[src/hdl/ple_pkg.sv]
// ---------------------------------------------------------------------------
// ple_pkg: shared definitions for the positional list engine
// Sizes, operation and status codes, cell control types.
// ---------------------------------------------------------------------------
package ple_pkg;

    // list size and derived widths
    localparam int CAPACITY = 16;
    localparam int CNT_W    = $clog2(CAPACITY + 1);

    // fixed field widths
    localparam int OP_W   = 3;
    localparam int POS_W  = 5;
    localparam int DATA_W = 32;
    localparam int ST_W   = 2;
    localparam int LEN_W  = 5;

    typedef enum logic [OP_W-1:0] {
        OP_INS_FRONT = 3'd0,
        OP_INS_BACK  = 3'd1,
        OP_INS_AT    = 3'd2,
        OP_DEL_FRONT = 3'd3,
        OP_DEL_BACK  = 3'd4,
        OP_DEL_AT    = 3'd5,
        OP_SEARCH    = 3'd6,
        OP_DUMP      = 3'd7
    } t_opcode;

    typedef enum logic [ST_W-1:0] {
        ST_OK     = 2'd0,
        ST_EMPTY  = 2'd1,
        ST_BADPOS = 2'd2,
        ST_FULL   = 2'd3
    } t_status;

    // what a cell loads on the next edge
    typedef enum logic [2:0] {
        CM_HOLD  = 3'd0,
        CM_LOAD  = 3'd1,
        CM_LEFT  = 3'd2,
        CM_RIGHT = 3'd3,
        CM_HEAD  = 3'd4
    } t_cell_mode;

    // values broadcast to every cell
    typedef struct packed {
        logic signed [DATA_W-1:0] load_value;
        logic signed [DATA_W-1:0] key;
        logic signed [DATA_W-1:0] head;
    } t_cell_bus;

endpackage

[src/hdl/positional_list_engine_core.sv]
// ---------------------------------------------------------------------------
// positional_list_engine_core: ordered list of signed 32-bit values
// Insert, delete, search and dump on a row of shift cells.
// ---------------------------------------------------------------------------
// An operation is taken when start is high and busy is low. Every operation
// but dump gives one result beat on the cycle after it is taken, and a new
// operation may be taken in that same cycle, so these run at one per cycle.
// A dump of a non-empty list gives one beat per element, front first, on
// consecutive cycles starting the cycle after it is taken, with o_last_item
// on the final beat; busy stays high until that final beat is registered.
// The dump rotates the cell row once round, which leaves the list as it
// was. Result beats last one cycle and cannot be held off by the receiver.
module positional_list_engine_core (
    input  logic                              i_clk,
    input  logic                              i_rst_n,
    input  logic                              start,
    output logic                              busy,
    input  logic [ple_pkg::OP_W-1:0]          i_opcode,
    input  logic [ple_pkg::POS_W-1:0]         i_position,
    input  logic signed [ple_pkg::DATA_W-1:0] i_data_value,
    input  logic signed [ple_pkg::DATA_W-1:0] i_search_key,
    output logic                              o_strobe,
    output logic [ple_pkg::ST_W-1:0]          o_status,
    output logic                              o_found,
    output logic signed [ple_pkg::DATA_W-1:0] o_element_value,
    output logic                              o_last_item,
    output logic [ple_pkg::LEN_W-1:0]         o_list_length
);
    import ple_pkg::*;

    // control state
    logic [CNT_W-1:0] r_count, n_count;
    logic             r_dump, n_dump;
    logic [CNT_W-1:0] r_idx, n_idx;
    logic             r_strobe, n_strobe;

    // result registers
    t_status                  r_status, n_status;
    logic                     r_found, n_found;
    logic signed [DATA_W-1:0] r_elem, n_elem;
    logic                     r_last, n_last;
    logic [LEN_W-1:0]         r_len, n_len;

    // decode
    t_opcode          op;
    logic             accept;
    logic             do_ins, do_del;
    logic [CNT_W-1:0] slot;
    logic [CNT_W-1:0] pos_ext;
    logic [CNT_W-1:0] last_slot;
    logic             is_empty, is_full;
    t_status          op_status;
    logic             any_match;
    logic             dump_beat;
    logic [CNT_W-1:0] beat_idx;
    logic             beat_last;

    // cell row
    t_cell_bus                cell_bus;
    t_cell_mode               cell_mode  [CAPACITY];
    logic signed [DATA_W-1:0] cell_value [CAPACITY];
    logic [CAPACITY-1:0]      cell_match;

    assign op        = t_opcode'(i_opcode);
    assign busy      = r_dump;
    assign accept    = start && !r_dump;
    assign pos_ext   = CNT_W'(i_position);
    assign last_slot = r_count - CNT_W'(1);
    assign is_empty  = (r_count == '0);
    assign is_full   = (r_count >= CNT_W'(CAPACITY));

    // search hit over the occupied cells
    always_comb begin
        any_match = 1'b0;
        for (int i = 0; i < CAPACITY; i++) begin
            if (cell_match[i] && (CNT_W'(i) < r_count)) begin
                any_match = 1'b1;
            end
        end
    end

    // operation decode: status, slot and list change
    always_comb begin
        do_ins    = 1'b0;
        do_del    = 1'b0;
        slot      = '0;
        op_status = ST_OK;
        unique case (op)
            OP_INS_FRONT: begin
                if (is_full) op_status = ST_FULL;
                else         do_ins    = 1'b1;
            end
            OP_INS_BACK: begin
                slot = r_count;
                if (is_full) op_status = ST_FULL;
                else         do_ins    = 1'b1;
            end
            OP_INS_AT: begin
                slot = pos_ext;
                if (is_empty || (i_position > r_count)) op_status = ST_BADPOS;
                else if (is_full)                       op_status = ST_FULL;
                else                                    do_ins    = 1'b1;
            end
            OP_DEL_FRONT: begin
                if (is_empty) op_status = ST_EMPTY;
                else          do_del    = 1'b1;
            end
            OP_DEL_BACK: begin
                slot = last_slot;
                if (is_empty) op_status = ST_EMPTY;
                else          do_del    = 1'b1;
            end
            OP_DEL_AT: begin
                slot = pos_ext - CNT_W'(1);
                if (is_empty) op_status = ST_EMPTY;
                else if ((i_position == '0) || (i_position > r_count))
                    op_status = ST_BADPOS;
                else
                    do_del = 1'b1;
            end
            OP_SEARCH: begin
                if (is_empty) op_status = ST_EMPTY;
            end
            OP_DUMP: begin
                if (is_empty) op_status = ST_EMPTY;
            end
            default: op_status = ST_OK;
        endcase
        if (!accept) begin
            do_ins = 1'b0;
            do_del = 1'b0;
        end
    end

    // dump sequencing: first beat on accept, rest while busy
    assign dump_beat = (accept && (op == OP_DUMP) && !is_empty) || r_dump;
    assign beat_idx  = r_dump ? r_idx : '0;
    assign beat_last = (beat_idx == last_slot);

    // broadcast to the cells
    assign cell_bus.load_value = i_data_value;
    assign cell_bus.key        = i_search_key;
    assign cell_bus.head       = cell_value[0];

    // per-cell command and the row of cells
    for (genvar g = 0; g < CAPACITY; g++) begin : g_cell
        localparam logic [CNT_W-1:0] IDX = CNT_W'(g);
        logic signed [DATA_W-1:0] left_value;
        logic signed [DATA_W-1:0] right_value;

        always_comb begin
            cell_mode[g] = CM_HOLD;
            if (dump_beat) begin
                // rotate towards the front, head wraps to the tail
                if (IDX < last_slot)       cell_mode[g] = CM_RIGHT;
                else if (IDX == last_slot) cell_mode[g] = CM_HEAD;
            end else if (do_ins) begin
                if (IDX == slot)                          cell_mode[g] = CM_LOAD;
                else if ((IDX > slot) && (IDX <= r_count)) cell_mode[g] = CM_LEFT;
            end else if (do_del) begin
                if ((IDX >= slot) && (IDX < last_slot)) cell_mode[g] = CM_RIGHT;
            end
        end

        if (g == 0) begin : g_first
            assign left_value = i_data_value;
        end else begin : g_mid
            assign left_value = cell_value[g-1];
        end
        if (g == CAPACITY - 1) begin : g_last
            assign right_value = cell_value[g];
        end else begin : g_inner
            assign right_value = cell_value[g+1];
        end

        ple_cell u_cell (
            .i_clk   (i_clk),
            .i_mode  (cell_mode[g]),
            .i_bus   (cell_bus),
            .i_left  (left_value),
            .i_right (right_value),
            .o_value (cell_value[g]),
            .o_match (cell_match[g])
        );
    end

    // next control state
    always_comb begin
        n_count = r_count;
        if (do_ins)      n_count = r_count + CNT_W'(1);
        else if (do_del) n_count = r_count - CNT_W'(1);
        n_dump   = dump_beat ? !beat_last : r_dump;
        n_idx    = dump_beat ? beat_idx + CNT_W'(1) : r_idx;
        n_strobe = accept || r_dump;
    end

    // next result beat
    always_comb begin
        n_status = op_status;
        n_found  = 1'b0;
        n_elem   = '0;
        n_last   = 1'b1;
        n_len    = LEN_W'(n_count);
        if (dump_beat) begin
            n_status = ST_OK;
            n_elem   = cell_value[0];
            n_last   = beat_last;
            n_len    = LEN_W'(r_count);
        end else if ((op == OP_SEARCH) && !is_empty) begin
            n_found = any_match;
        end
    end

    // control registers
    always_ff @(posedge i_clk) begin
        if (!i_rst_n) begin
            r_count  <= '0;
            r_dump   <= 1'b0;
            r_idx    <= '0;
            r_strobe <= 1'b0;
        end else begin
            r_count  <= n_count;
            r_dump   <= n_dump;
            r_idx    <= n_idx;
            r_strobe <= n_strobe;
        end
    end

    // result payload, no reset
    always_ff @(posedge i_clk) begin
        if (n_strobe) begin
            r_status <= n_status;
            r_found  <= n_found;
            r_elem   <= n_elem;
            r_last   <= n_last;
            r_len    <= n_len;
        end
    end

    assign o_strobe        = r_strobe;
    assign o_status        = r_status;
    assign o_found         = r_found;
    assign o_element_value = r_elem;
    assign o_last_item     = r_last;
    assign o_list_length   = r_len;

endmodule

[src/hdl/ple_cell.sv]
// ---------------------------------------------------------------------------
// ple_cell: one slot of the list
// Holds one element, takes its neighbour's value or new data on command and
// compares its element with the search key.
// ---------------------------------------------------------------------------
module ple_cell (
    input  logic                              i_clk,
    input  ple_pkg::t_cell_mode               i_mode,
    input  ple_pkg::t_cell_bus                i_bus,
    input  logic signed [ple_pkg::DATA_W-1:0] i_left,
    input  logic signed [ple_pkg::DATA_W-1:0] i_right,
    output logic signed [ple_pkg::DATA_W-1:0] o_value,
    output logic                              o_match
);
    import ple_pkg::*;

    logic signed [DATA_W-1:0] r_value;
    logic signed [DATA_W-1:0] n_value;

    // next element
    always_comb begin
        unique case (i_mode)
            CM_LOAD:  n_value = i_bus.load_value;
            CM_LEFT:  n_value = i_left;
            CM_RIGHT: n_value = i_right;
            CM_HEAD:  n_value = i_bus.head;
            default:  n_value = r_value;
        endcase
    end

    // element storage, no reset
    always_ff @(posedge i_clk) begin
        r_value <= n_value;
    end

    assign o_value = r_value;
    assign o_match = (r_value == i_bus.key);

endmodule

[config.mk]
export PLATFORM = sky130hd
export DESIGN_NAME = positional_list_engine_core
export DESIGN_NICKNAME = d
export VERILOG_FILES = /design/src/hdl/ple_pkg.sv /design/src/hdl/positional_list_engine_core.sv /design/src/hdl/ple_cell.sv
export SDC_FILE = /design/constraint.sdc
export NUM_CORES = 2
export LEC_CHECK = 0
export BUFFER_PORTS_ARGS = -buffer_cell sky130_fd_sc_hd__buf_2
export CORE_MARGIN = 2
export CORE_UTILIZATION = 40
export DETAILED_ROUTE_END_ITERATION = 10
export GPL_ROUTABILITY_DRIVEN = 0
export PLACE_DENSITY_LB_ADDON = 0.25
export SLEW_MARGIN = 20
export SYNTH_ARGS = -nofsm -noshare
export SYNTH_HDL_FRONTEND = slang
export SYNTH_SLANG_ARGS = --single-unit
[constraint.sdc]
create_clock -name i_clk -period 15.5 [get_ports i_clk]
set_input_delay 1.55 -clock i_clk [delete_from_list [all_inputs] [get_ports i_clk]]
set_output_delay 1.55 -clock i_clk [all_outputs]
set_load 0.03 [all_outputs]
# Word level (Yosys, flattened, before mapping)
# Index checks and enable logic that the tools add are counted.
[totals] input_bits=75 word_cells=494 regBits=565
[classes] addsub=4 mux=180 bitwise=1 n_eq_ne=116 order_cmp=82 reduce_logical=86
[op_table] op="one-hot mux 32 bit (4 select lines)" count=13
[op_table] op="equality test 32 bit" count=16
[op_table] op="two-way mux 3 bit" count=64
[op_table] op="one-hot mux 32 bit (3 select lines)" count=2
[op_table] op="two-way mux 2 bit" count=68
[op_table] op="equality test 3 x 2 -> 1 bit (second input constant)" count=33
[op_table] op="equality test 4 x 5 -> 1 bit (first input constant)" count=16
[op_table] op="< comparator 4 x 5 -> 1 bit (first input constant)" count=16
[op_table] op="one-hot mux 32 bit (2 select lines)" count=1
[op_table] op="equality test 3 bit (second input constant)" count=19
[op_table] op="logical AND 1 bit" count=52
[op_table] op="nonzero test 4 bit" count=13
[op_table] op="equality test 3 x 1 -> 1 bit (second input constant)" count=17
[op_table] op="equality test 3 x 5 -> 1 bit (first input constant)" count=8
[op_table] op="greater-or-equal comparator 4 x 5 -> 1 bit (first input constant)" count=8
[op_table] op="greater-than comparator 4 x 5 -> 1 bit (first input constant)" count=8
[op_table] op="<= comparator 4 x 5 -> 1 bit (first input constant)" count=8
[op_table] op="< comparator 3 x 5 -> 1 bit (first input constant)" count=8
[op_table] op="two-way mux 1 bit" count=24
[op_table] op="equality test 2 x 5 -> 1 bit (first input constant)" count=4
[op_table] op="greater-or-equal comparator 3 x 5 -> 1 bit (first input constant)" count=4
[op_table] op="greater-than comparator 3 x 5 -> 1 bit (first input constant)" count=4
[op_table] op="<= comparator 3 x 5 -> 1 bit (first input constant)" count=4
[op_table] op="zero test 5 bit" count=4
[op_table] op="26 further kinds" count=55

# Logic depth before layout (Yosys ltp)
[depth] ltp_word=18 ltp_mapped=16 ltp_nobuf=9

# Hierarchy
# Synthesis repeated with hierarchy kept, for this count alone.
[hier_totals] cells_unflattened=3552 area_unflattened_um2=40438.8
[by_module_without_submodules] mod="ple_cell" instances=16 seq_area_each_um2=960.9 area_each_um2=2267.2 cells_each=191
[by_module_without_submodules] mod="positional_list_engine_core" instances=1 seq_area_each_um2=1471.4 area_each_um2=4164.0 cells_each=496

# Least setup slack after synthesis
# OpenSTA, ideal clock, no wires.
[synth_timing] path_type="input -> register" startpoint="in i_position[0] (netlist name)" endpoint="reg g_cell[13].u_cell.r_value[0], enable pin" arrival_ns=6.830 path_slack_ns=8.137 t_required_ns=14.967 stages=9 cell_sequence="inv_1 > ha_1 > xnor2_1 > a2111oi_0 > a221oi_1 > buf_2 > nor2_1 > nand3_1 > o311ai_0"
[synth_between] elab_chain_cells=11 word_cells_on_any_way=29 cone_classes="add/sub: 1; order compare: 3; eq/ne: 5; mux: 14; reduce/logical: 6"
[synth_rtl] element="from (decl)" line="positional_list_engine_core.sv:19" rtl="input logic [ple_pkg::POS_W-1:0] i_position,"
[synth_rtl] element="parallel branches: the longest is 7 deep, another holds subtractor 5 x 1 -> 5 bit"
[synth_rtl] element="two-way mux 3 bit *" line="positional_list_engine_core.sv:157" rtl="end else if (do_ins) begin"
[synth_rtl] element="two-way mux 3 bit *" line="positional_list_engine_core.sv:153" rtl="if (dump_beat) begin"
[synth_rtl] element="equality test 3 x 1 -> 1 bit, or another cell as far along" line="ple_cell.sv:22" rtl="unique case (i_mode)"
[synth_rtl] element="nonzero test 4 bit (no source line) *"
[synth_rtl] element="to (signal assigned)" line="ple_cell.sv:33" rtl="r_value <= n_value;"
[synth_rtl] element="to (decl)" line="ple_cell.sv:17" rtl="logic signed [DATA_W-1:0] r_value;"
# Mark *: on every way between the ends.
# A chain may end at the register's enable or synchronous reset.

# Worst setup path in the final report
[layout_timing] startpoint="reg r_count[0]" endpoint="reg g_cell[4].u_cell.r_value[17], enable pin"
[layout_between] elab_chain_cells=11 word_cells_on_any_way=40 cone_classes="add/sub: 1; order compare: 6; eq/ne: 6; mux: 18; reduce/logical: 9"
[layout_rtl] element="from (decl)" line="positional_list_engine_core.sv:32" rtl="logic [CNT_W-1:0] r_count, n_count;"
[layout_rtl] element="from (signal assigned)" line="positional_list_engine_core.sv:222" rtl="r_count <= n_count;"
[layout_rtl] element="parallel branches: the longest is 8 deep, another holds subtractor 5 x 1 -> 5 bit"
[layout_rtl] element="two-way mux 3 bit *" line="positional_list_engine_core.sv:153"
[layout_rtl] element="equality test 3 x 1 -> 1 bit, or another cell as far along" line="ple_cell.sv:22"
[layout_rtl] element="nonzero test 4 bit (no source line) *"
[layout_rtl] element="to (signal assigned)" line="ple_cell.sv:33"
[layout_rtl] element="to (decl)" line="ple_cell.sv:17"
# Marked as above.

==> impl_metrics.csv <==
group,metric,value,unit
global_route,met1_usage,0.4637,
timing,tns,0,ns
synth,synth-seq-cells,565,
global_route,grt_util_met3,0.09597,
synth,synthCells,3501,
timing,finalHoldViolCount,0,
drt,drtPass1Iterations,10,
worst_setup_path,start_kind,"flop",
synth,synth_edf_count,553,
finish,finalNetCount,3477,
global_route,grt_pass1_wl,233.7,mm
timing,drv_slew,0,
power,p_per_area,106.9,mW/mm2
synth,syn_avg_cell_area,10.71,um2
floorplan,rows,112,
synth,netlist_area,0.03750,mm2
global_route,grt-ovfl-total,0,
job,max-cap-violations,0,
finish,regArea,0.01685,mm2
floorplan,fp.dieH,310.2,um
timing,grt_setup_unrepaired,"no",
synth,syn-num-nets,3589,
place,dp_hpwl,122.4,mm
worst_setup_path,cp_max_fo,33,
synth,async_flop_share,0,
run_status,status,"finished, final reports clean",
drt,drt-vias-per-instance,7.074,
timing,hold_ws,0.4698,ns
clock_tree,clk_latency,0.64,ns
clock_tree,cts_buffer_depth,3,
global_route,grt_usage,0.3378,
timing,fin_crit_sh,0.3966,
global_route,use_met2,0.4787,
clock_tree,post_cts_buffers,0,
timing,finalSetupViolCount,0,
timing,fmax,162.7,MHz
timing,slew_headroom,0.2547,
worst_setup_path,cp-end-kind,"flop",
clock_tree,cts-resized-gates,0,
finish,final_layout_size_suffix_gt1_frac,0.1360,
floorplan,die_w,310.2,um
drt,wl_per_cell,35.33,um
finish,fillers,8850,
clock_tree,path_clk_slew,0.07,ns
place,io_buffers,117,
floorplan,core,0.09305,mm2
synth,seq_area_frac_synth,0.4492,
floorplan,boundaryPins,118,
power,cellLeakagePower,13.53,nW
finish,multi_input_area,0.01907,mm2
clock_tree,hold_buffers,0,
finish,area_growth_syn_to_layout,11.15,%
synth,ys_warn_count,0,
finish,final_core_util,0.4479,
drt,final_antenna_net_count,0,
power,p_total,0.004455,W
timing,finalClockSkew,0.02213,ns
worst_setup_path,worstPathRequired,15.78,ns
min_path,hold_path_class,"reg2reg",
floorplan,start_util,0.4030,
global_route,grt_pass1_vias,31080,
worst_setup_path,crit_type,"reg2reg",
clock_tree,cts_tree,"yes",
clock_tree,cts_made_buffers,67,
clock_tree,root_buffer,"clkbuf_16",
synth,ys_types,81,
clock_tree,h-tree-depth,3,
timing,worst_pin_slew,1.115,ns
global_route,antenna_found_initial,5,
drt,drt_iter0_drc,5808,
worst_setup_path,cp_data_arrival_time,6.42,ns
clock_tree,cts_sinks,565,
global_route,top_usage_layer,"met2",
drt,drt_wl_total,166.1,mm
power,ir_drop,0.08407,mV
drt,remaining_drc_errors,0,
timing,post-route-min-period,6.148,ns
floorplan,die-area,0.09621,mm2
synth,yosys_most_used_dff,"edfxtp_1",
drt,via_count,33250,
global_route,grt_max_degree,67,
==> metal layers <==
layer  share of wire  vias up
met1            0.38    16360
met5        0.000084        -
met2            0.41     2785
li1                -    13680
met4           0.061        2
met3            0.15      428
==> worst max-delay path, stage by stage (launching register included) <==
cell and delay, ns:
dfxtp_1 0.30, buf_4 0.22, inv_1 0.21, ha_1 0.47, nor3b_2 0.57, mux2_4 0.36, nor4_2 0.50, nand4_1 0.74
nor3_2 0.37, buf_4 0.42, or3_2 0.62, buf_4 0.39, a21o_1 0.12, buf_4 0.40
==> cell type report <==
cell class | count | share of cell area
multi-input cells | 2421 | 0.4576
well taps | 1254 | 0.03764
inverters | 77 | 0.006934
diodes | 7 | 0.0004203
clock inverters | 36 | 0.009216
repair buffers | 257 | 0.04071
clock buffers | 84 | 0.04329
flip-flops and latches | 565 | 0.4042
==> layout by cell type (no fill, tap or decap), types with 17 or more instances in the layout <==
cell type | netlist | final
a22o_1 | 157 | 157
buf_4 | 6 | 137
nor2_1 | 38 | 36
o22ai_1 | 35 | 35
buf_2 | 54 | 117
o211ai_1 | 42 | 42
o31ai_1 | 35 | 34
xnor2_1 | 289 | 289
mux2i_1 | 137 | 137
o21ai_0 | 34 | 27
edfxtp_1 | 553 | 553
nand3_1 | 27 | 27
nand4_1 | 116 | 116
o221ai_1 | 23 | 23
a31oi_1 | 91 | 91
a21oi_1 | 32 | 28
and3_1 | 39 | 39
nor3_1 | 94 | 78
clkbuf_16 | 0 | 70
nor4_1 | 103 | 100
a222oi_1 | 80 | 80
inv_1 | 75 | 75
and2_1 | 46 | 44
xor2_1 | 235 | 235
nand2_1 | 201 | 200
nor3_2 | 4 | 17
a32oi_1 | 23 | 23
mux2_2 | 33 | 33
a221o_1 | 222 | 222
a22oi_1 | 147 | 147
==> sequential cells by signal (all words and copies together), names as in the netlist <==
name	cells
o_status	2
busy	1
o_element_value	32
o_list_length	5
r_count	5
r_idx	5
o_last_item	1
g_cell.u_cell.o_value	512
o_found	1
o_strobe	1
==> cell families (layout without fill, tap and decap cells) <==
group                      after synthesis  count (layout)  share of synthesized area
adders and majority gates               13              13                   0.004338
DFF                                    565             565                     0.4492
and+or+nand+nor                        717             717                     0.1014
AOI/OAI and AO/OA                      996             996                     0.2214
xor gates and xnor gates               524             524                     0.1224
other                                    0               7                          0
muxes                                  171             171                    0.04688
buffers and inverters                  515             454                    0.05435
==> cells in the mapped netlist (6+ instances only) <==
cell	n	share of area
o31ai_1	35	0.0070
xnor2_1	289	0.067
a21oi_1	32	0.0043
o31a_1	9	0.0021
nand2b_1	6	0.0010
and3_1	39	0.0065
a31oi_1	91	0.015
nor2_1	38	0.0038
o221ai_1	23	0.0054
a22o_1	157	0.037
o211ai_1	42	0.0084
inv_1	75	0.0075
or2_2	9	0.0015
buf_1	40	0.0040
o21ai_0	34	0.0045
or3_1	10	0.0017
nor4_1	103	0.017
o22ai_1	35	0.0058
buf_4	6	0.0012
nor3_1	94	0.013
ha_1	13	0.0043
clkbuf_1	336	0.034
edfxtp_1	553	0.44
nand4_1	116	0.019
and2_1	46	0.0077
a211oi_1	10	0.0020
nand3_1	27	0.0036
dfxtp_1	12	0.0064
a222oi_1	80	0.021
buf_2	54	0.0072
mux2i_1	137	0.037
nand2_1	201	0.020
xor2_1	235	0.055
a32oi_1	23	0.0054
a221o_1	222	0.059
a22oi_1	147	0.029
mux2_2	33	0.0099
==> report_power, final <==
group | switching (W) | internal (W) | leakage (nW)
Clock | 0.000696 | 0.000947 | 1.07
Sequential | 0.000103 | 0.00183 | 5.15
Combinational | 0.000599 | 0.000282 | 7.31
==> metrics by stage <==
step	cell area [um2]	cells	setup WS (ns)
3_3_place_gp	39370	4571	9.254
6_report	41680	4701	9.352
3_5_place_dp	39370	4571	9.192
5_1_grt	41670	4696	9.196
4_1_cts	41560	4691	9.565
2_1_floorplan	37500	3501	8.137
==> worst paths after layout <==
path,to,cells after the start,slack (ns),start
worst min-delay path,r_idx[1],2,0.47,r_idx[1]
worst min register to register,r_idx[1],2,0.47,r_idx[1]
worst max register to register,g_cell[4].u_cell.o_value[17],13,9.35,r_count[0]
worst max-delay path,g_cell[4].u_cell.o_value[17],13,9.35,r_count[0]
Note: power is estimated with default switching activity, not from simulation.
